--- src/design/plcs_pkg.sv ---
package plcs_pkg;

  localparam int PIX_W   = 8;
  localparam int SLOPE_W = 16;
  localparam int OFFS_W  = 18;
  localparam int PROD_W  = SLOPE_W + PIX_W + 1;
  localparam int ACC_W   = PROD_W + 1;
  localparam int ADDR_W  = 5;
  localparam int DATA_W  = 32;

  localparam logic [PIX_W-1:0] PIX_MAX = 8'd255;
  localparam logic [PIX_W-1:0] PIX_MIN = 8'd0;

  localparam logic [2:0] REG_LOW_THR  = 3'd0;
  localparam logic [2:0] REG_HIGH_THR = 3'd1;
  localparam logic [2:0] REG_SLOPE_LO = 3'd2;
  localparam logic [2:0] REG_OFFS_LO  = 3'd3;
  localparam logic [2:0] REG_SLOPE_MD = 3'd4;
  localparam logic [2:0] REG_OFFS_MD  = 3'd5;
  localparam logic [2:0] REG_SLOPE_HI = 3'd6;
  localparam logic [2:0] REG_OFFS_HI  = 3'd7;

  typedef struct packed {
    logic [PIX_W-1:0] red_in;
    logic [PIX_W-1:0] green_in;
    logic [PIX_W-1:0] blue_in;
  } plcs_pix_in_t;

  typedef struct packed {
    logic [PIX_W-1:0] red_out;
    logic [PIX_W-1:0] green_out;
    logic [PIX_W-1:0] blue_out;
  } plcs_pix_out_t;

  typedef struct packed {
    logic [PIX_W-1:0]          low_threshold;
    logic [PIX_W-1:0]          high_threshold;
    logic signed [SLOPE_W-1:0] slope_low;
    logic signed [OFFS_W-1:0]  offset_low;
    logic signed [SLOPE_W-1:0] slope_mid;
    logic signed [OFFS_W-1:0]  offset_mid;
    logic signed [SLOPE_W-1:0] slope_high;
    logic signed [OFFS_W-1:0]  offset_high;
  } plcs_cfg_t;

  typedef struct packed {
    logic s1;
    logic s2;
    logic s3;
    logic s4;
  } plcs_adv_t;

endpackage

--- src/design/piecewise_linear_contrast_stretch.sv ---
// Maps each 8-bit channel of an RGB pixel through one shared three-segment
// transfer function y = slope * v + offset (segment three above high_threshold,
// segment two from low_threshold up, segment one below), keeps the integer part
// and clamps to 0..255. Takes one pixel per clock unless in_stall is high; each
// accepted pixel passes through the four-stage lane (segment select, multiply,
// offset add, clamp). Stages fill gaps when the output stalls, so up to four
// pixels are held in flight. Program the APB registers only while no pixel is
// in flight.
module piecewise_linear_contrast_stretch
  import plcs_pkg::*;
#(
  parameter int FRAC_BITS = 8
) (
  input  logic              clk,
  input  logic              rst_n,
  input  logic              in_valid,
  output logic              in_stall,
  input  plcs_pix_in_t      in_data,
  output logic              out_valid,
  input  logic              out_stall,
  output plcs_pix_out_t     out_data,
  input  logic              psel,
  input  logic              penable,
  input  logic              pwrite,
  input  logic [ADDR_W-1:0] paddr,
  input  logic [DATA_W-1:0] pwdata,
  output logic [DATA_W-1:0] prdata,
  output logic              pready
);

  plcs_cfg_t  cfg_r;
  logic [2:0] reg_idx;
  logic       wr_en;

  logic v1_r, v2_r, v3_r, v4_r;
  logic rdy1, rdy2, rdy3, rdy4;
  plcs_adv_t adv;

  assign reg_idx = paddr[ADDR_W-1:2];
  assign wr_en   = psel && penable && pwrite;
  assign pready  = 1'b1;

  always_ff @(posedge clk) begin
    if (!rst_n) begin
      cfg_r.low_threshold  <= 8'd0;
      cfg_r.high_threshold <= 8'd255;
      cfg_r.slope_low      <= 16'sd256;
      cfg_r.offset_low     <= 18'sd0;
      cfg_r.slope_mid      <= 16'sd256;
      cfg_r.offset_mid     <= 18'sd0;
      cfg_r.slope_high     <= 16'sd256;
      cfg_r.offset_high    <= 18'sd0;
    end else if (wr_en) begin
      case (reg_idx)
        REG_LOW_THR:  cfg_r.low_threshold  <= pwdata[PIX_W-1:0];
        REG_HIGH_THR: cfg_r.high_threshold <= pwdata[PIX_W-1:0];
        REG_SLOPE_LO: cfg_r.slope_low      <= pwdata[SLOPE_W-1:0];
        REG_OFFS_LO:  cfg_r.offset_low     <= pwdata[OFFS_W-1:0];
        REG_SLOPE_MD: cfg_r.slope_mid      <= pwdata[SLOPE_W-1:0];
        REG_OFFS_MD:  cfg_r.offset_mid     <= pwdata[OFFS_W-1:0];
        REG_SLOPE_HI: cfg_r.slope_high     <= pwdata[SLOPE_W-1:0];
        REG_OFFS_HI:  cfg_r.offset_high    <= pwdata[OFFS_W-1:0];
        default: ;
      endcase
    end
  end

  always_comb begin
    case (reg_idx)
      REG_LOW_THR:  prdata = DATA_W'(cfg_r.low_threshold);
      REG_HIGH_THR: prdata = DATA_W'(cfg_r.high_threshold);
      REG_SLOPE_LO: prdata = DATA_W'(unsigned'(cfg_r.slope_low));
      REG_OFFS_LO:  prdata = DATA_W'(unsigned'(cfg_r.offset_low));
      REG_SLOPE_MD: prdata = DATA_W'(unsigned'(cfg_r.slope_mid));
      REG_OFFS_MD:  prdata = DATA_W'(unsigned'(cfg_r.offset_mid));
      REG_SLOPE_HI: prdata = DATA_W'(unsigned'(cfg_r.slope_high));
      REG_OFFS_HI:  prdata = DATA_W'(unsigned'(cfg_r.offset_high));
      default:      prdata = '0;
    endcase
  end

  // advance a stage when it is empty or the stage after it moves
  assign rdy4 = !v4_r || !out_stall;
  assign rdy3 = !v3_r || rdy4;
  assign rdy2 = !v2_r || rdy3;
  assign rdy1 = !v1_r || rdy2;

  assign adv.s1 = in_valid && rdy1;
  assign adv.s2 = v1_r && rdy2;
  assign adv.s3 = v2_r && rdy3;
  assign adv.s4 = v3_r && rdy4;

  always_ff @(posedge clk) begin
    if (!rst_n) begin
      v1_r <= 1'b0;
      v2_r <= 1'b0;
      v3_r <= 1'b0;
      v4_r <= 1'b0;
    end else begin
      if (rdy1) v1_r <= in_valid;
      if (rdy2) v2_r <= v1_r;
      if (rdy3) v3_r <= v2_r;
      if (rdy4) v4_r <= v3_r;
    end
  end

  assign in_stall  = !rdy1;
  assign out_valid = v4_r;

  plcs_lane #(.FRAC_BITS(FRAC_BITS)) u_lane_red (
    .clk (clk),
    .adv (adv),
    .cfg (cfg_r),
    .pix (in_data.red_in),
    .res (out_data.red_out)
  );

  plcs_lane #(.FRAC_BITS(FRAC_BITS)) u_lane_green (
    .clk (clk),
    .adv (adv),
    .cfg (cfg_r),
    .pix (in_data.green_in),
    .res (out_data.green_out)
  );

  plcs_lane #(.FRAC_BITS(FRAC_BITS)) u_lane_blue (
    .clk (clk),
    .adv (adv),
    .cfg (cfg_r),
    .pix (in_data.blue_in),
    .res (out_data.blue_out)
  );

endmodule

--- src/design/plcs_lane.sv ---
module plcs_lane
  import plcs_pkg::*;
#(
  parameter int FRAC_BITS = 8
) (
  input  logic             clk,
  input  plcs_adv_t        adv,
  input  plcs_cfg_t        cfg,
  input  logic [PIX_W-1:0] pix,
  output logic [PIX_W-1:0] res
);

  logic [PIX_W-1:0]          v1_r;
  logic signed [SLOPE_W-1:0] slope1_r, slope1_nxt;
  logic signed [OFFS_W-1:0]  off1_r, off1_nxt;
  logic signed [PROD_W-1:0]  prod2_r, prod2_nxt;
  logic signed [OFFS_W-1:0]  off2_r;
  logic signed [ACC_W-1:0]   acc3_r, acc3_nxt;
  logic [PIX_W-1:0]          res4_r, res4_nxt;

  always_comb begin
    if (pix > cfg.high_threshold) begin
      slope1_nxt = cfg.slope_high;
      off1_nxt   = cfg.offset_high;
    end else if (pix >= cfg.low_threshold) begin
      slope1_nxt = cfg.slope_mid;
      off1_nxt   = cfg.offset_mid;
    end else begin
      slope1_nxt = cfg.slope_low;
      off1_nxt   = cfg.offset_low;
    end
  end

  assign prod2_nxt = slope1_r * $signed({1'b0, v1_r});
  assign acc3_nxt  = ACC_W'(prod2_r) + ACC_W'(off2_r);

  always_comb begin
    if (acc3_r[ACC_W-1]) begin
      res4_nxt = PIX_MIN;
    end else if (|acc3_r[ACC_W-2:FRAC_BITS+PIX_W]) begin
      res4_nxt = PIX_MAX;
    end else begin
      res4_nxt = acc3_r[FRAC_BITS+PIX_W-1:FRAC_BITS];
    end
  end

  always_ff @(posedge clk) begin
    if (adv.s1) begin
      v1_r     <= pix;
      slope1_r <= slope1_nxt;
      off1_r   <= off1_nxt;
    end
    if (adv.s2) begin
      prod2_r <= prod2_nxt;
      off2_r  <= off1_r;
    end
    if (adv.s3) begin
      acc3_r <= acc3_nxt;
    end
    if (adv.s4) begin
      res4_r <= res4_nxt;
    end
  end

  assign res = res4_r;

endmodule

--- config.mk ---
export PLATFORM = sky130hd
export DESIGN_NAME = piecewise_linear_contrast_stretch
export DESIGN_NICKNAME = d
export VERILOG_FILES = /design/src/design/plcs_pkg.sv /design/src/design/piecewise_linear_contrast_stretch.sv /design/src/design/plcs_lane.sv
export SDC_FILE = /design/constraint.sdc
export NUM_CORES = 2
export LEC_CHECK = 0
export BUFFER_PORTS_ARGS = -buffer_cell sky130_fd_sc_hd__buf_2
export CORE_MARGIN = 5
export CORE_UTILIZATION = 50
export CTS_CLUSTER_SIZE = 24
export DETAILED_ROUTE_END_ITERATION = 10
export PLACE_DENSITY_LB_ADDON = 0.2
export REMOVE_ABC_BUFFERS = 1
export SYNTH_ARGS = -nofsm -noshare
export SYNTH_HDL_FRONTEND = slang
export SYNTH_SLANG_ARGS = --single-unit
--- constraint.sdc ---
create_clock -name clk -period 14.94 [get_ports clk]
set_input_delay 2.988 -clock clk [delete_from_list [all_inputs] [get_ports clk]]
set_output_delay 2.988 -clock clk [all_outputs]
set_load 0.01 [all_outputs]
==> summary.md <==
| Metric | Value |
|---|---|
| #FFs+latches synth | `455` |
| CTS tree | `built` |
| Core Box Area | `70150 um2` |
| Multi-input gate area | `20670 um2` |
| RR Startpoint | `u_lane_red.v1_r[0]` |
| FILL cells | `6263` |
| Resized Gates After CTS | `0` |
| Count leader, synth | `nand2_1` |
| RSZ-0062 raised after global routing | `false` |
| HP Start | `u_lane_green.off1_r[8]` |
| All-Layer GR Usage | `22.21%` |
| CP cell instances | `buf_2, buf_4, inv_1, nor2_1, nand2_1, o21ai_0, a21oi_1, o21ai_0, o21a_1, buf_2` |
| Worst reg2reg endpoint | `u_lane_red.prod2_r[24]` |
| Seq/Total Area, Yosys | `35.13%` |
| Min-delay worst type | `reg -> reg` |
| Largest net degree at the start of global routing | `102` |
| CTS sink cnt | `455` |
| Area share of the largest cell type after synthesis | `28.24%` |
| Period utilisation layout | `56.82%` |
| Worst hold endpoint | `u_lane_green.off2_r[8]` |
| Status | `complete, no violations` |
| Vias per cell | `5.418` |
| R2r setup slk | `9.08 ns` |
| Post-CTS Hold Fix Bufs | `0` |
| Ys Warns | `0` |
| Initial antenna violation count | `11` |
| Critical Path RT | `11.95 ns` |
| Ys flop type | `edfxtp_1` |
| Post-DP HPWL | `63810 um` |
| Number of max-cap violations | `0` |
| Total die area | `76250 um2` |
| DRC Markers | `0` |
| Slew Viols, Final | `0` |
| Mapped Area | `35410 um2` |
| Post-CTS Setup Bufs | `0` |
| Syn Area/Cell | `10.07 um2` |
| Max incr delay on CP | `0.55 ns` |
| Worst skew pair latency | `0.62 ns` |
| Reg area | `12440 um2` |
| Worst vdd ir | `0.08937 mV` |
| Num CTS Buffers | `51` |
| Drt first pass iters | `6` |
| Slack of the critical path | `6.451 ns` |
| Post-synth cell types | `69` |
| Clk slew on worst S/H paths | `0.06 ns` |
| Leakage | `17.00 nW` |
| DR vias | `24660` |
| Placer Congestion | `0.8658` |
| First-pass GRT wire length | `135800 um` |
| PD cells | `137.6 nW/um2` |
| WL final | `85990 um` |
| Post-synth ARST share | `0%` |
| Synthesized instance count | `3517` |
| Clock skew | `0.02749 ns` |
| DRT iter0 DRCs | `2115` |
| Relative slew slack | `20.45%` |
| Largest cells by area after synthesis | `edfxtp_1 (28%), fa_1 (17%), ha_1 (9.5%), dfxtp_1 (6.9%), nand2_1 (5.4%)` |
| Worst EP arrival | `5.50 ns` |
| Top post-synthesis cells by count | `nand2_1 (505), inv_1 (500), edfxtp_1 (333), fa_1 (306), ha_1 (270)` |
| Final Hold Violating Endpoints | `0` |
| Worst slew pin tran | `1.190 ns` |
| Fmax | `0.1178 GHz` |
| Number of flops mapped to enable cells by yosys | `333` |
| Die X | `276.1 um` |
| GRT Residual Overflow | `0` |
| Crit. End Element | `output pin` |
| Setup crit start kind | `input port` |
| # rows | `97` |
| Crit Path Class | `in -> out` |
| Initial core utilization | `50.48%` |
| Crit-path max FO | `48` |
| Remaining antenna violation count after routing | `0` |
| Layout cells sized above 1 | `6.604%` |
| Vias in the first global route | `24000` |
| Setup total negative slack | `0 ns` |
| Final setup viols | `0` |
| Cell depth of the worst flop-to-flop path | `17` |
| Post-Place Worst Slack | `6.588 ns` |
| I/O pin count | `127` |
| Synth-to-layout area growth | `8.741%` |
| Die height | `276.1 um` |
| Worst hold stages | `0` |
| Post-synth top area cell | `edfxtp_1` |
| CTS Buffer Depth | `3` |
| Final min period | `8.489 ns` |
| CTS root buf | `clkbuf_16` |
| Nets@finish | `4205` |
| H-tree levels | `2` |
| Drt wl/cell | `18.90 um` |
| Crit-path slowest cell | `buf_4` |
| Port Buffers | `95` |
report_power, final:
group	switching, W	internal (W)	total [W]
Sequential	0.0000826	0.00163	0.00172
Clock	0.000536	0.000723	0.00126
Combinational	0.00132	0.00100	0.00232
Total	0.00194	0.00336	0.00530
final cells by class:
| class | instances | area share, % |
|---|---|---|
| Antenna cell | 7 | 0.04549 |
| Clock buffer | 63 | 3.431 |
| Clock inverter | 33 | 0.9520 |
| Inverter | 500 | 4.874 |
| Multi-Input combinational cell | 2436 | 53.67 |
| Sequential cell | 455 | 32.31 |
| Tap cell | 940 | 3.054 |
| Timing Repair Buffer | 117 | 1.664 |
flip-flops by register name (all words and copies together), names as in the netlist, 16 cells and up:
| register | count |
|---|---|
| cfg_r | 118 |
| u_lane_blue.prod2_r | 25 |
| u_lane_green.prod2_r | 25 |
| u_lane_red.prod2_r | 25 |
| u_lane_blue.acc3_r | 18 |
| u_lane_blue.off1_r | 18 |
| u_lane_blue.off2_r | 18 |
| u_lane_green.acc3_r | 18 |
| u_lane_green.off1_r | 18 |
| u_lane_green.off2_r | 18 |
| u_lane_red.acc3_r | 18 |
| u_lane_red.off1_r | 18 |
| u_lane_red.off2_r | 18 |
| u_lane_blue.slope1_r | 16 |
| u_lane_green.slope1_r | 16 |
| u_lane_red.slope1_r | 16 |
per-layer routing:
layer	wire length (um)	up-vias	global-route usage [%]
li1	-	11800	-
met1	39790	11980	32.81
met2	38160	728	34.69
met3	5787	138	3.501
met4	2215	6	5.430
met5	42	-	0
cells in the final DEF (no fill, tap or decap), drive strengths merged, types with 26 or more instances in the layout:
master  synthesis  routed
clkbuf         98      63
xnor2          82      82
dfxtp         122     122
xor2           34      34
and2          219     219
inv           500     500
nand3          26      26
a21o           54      54
a21boi        112     112
mux2i         123     123
edfxtp        333     333
a31oi          41      41
o21ai         142     142
a21oi         167     167
nand2         505     505
fa            306     306
ha            270     270
buf            41     117
nor2           90      90
logic make-up (layout without fill, tap and decap cells):
logic type,count (synthesis),after routing,share of synthesized area [%]
buf+inv,639,713,6.996
mux,137,137,4.113
compound gates,632,632,11.38
xor+xnor,116,116,2.869
other cells,2,22,0.02121
flops,455,455,35.13
simple gates,960,960,12.65
fa+ha+maj,576,576,26.84
worst max path at each step:
stage / from / end / slack, ns / cells after the start
finish: paddr[2] / prdata[3] / 6.45 / 10
detailed placement: paddr[2] / prdata[3] / 6.59 / 10
global route: paddr[2] / prdata[3] / 6.42 / 10
CTS: paddr[2] / prdata[3] / 6.58 / 10
global placement: paddr[2] / prdata[3] / 6.56 / 10
floorplan: out_stall / u_lane_blue.off2_r[0] / 1.59 / 2
critical path, delay by kind of cell:
family / cells / cell delay (ns)
and+or+nand+nor: 2 / 0.64
buffers and inverters: 4 / 1.16
AOI/OAI and AO/OA: 4 / 0.60
metrics by stage:
stage	instances	utilization, %	power [W]	hold slack, ns	instance area, um2
after detailed placement	4448	52.46	0.004056	0.4045	36800
after CTS	4544	54.87	0.005330	0.4041	38490
after floorplan	3391	-	0.003513	0.4003	34860
final	4551	54.89	0.005298	0.4108	38510
after global routing	4545	54.87	0.005716	0.4196	38490
after global placement	4448	52.46	0.004022	0.4012	36800
Note: power is estimated with default switching activity, not from simulation.
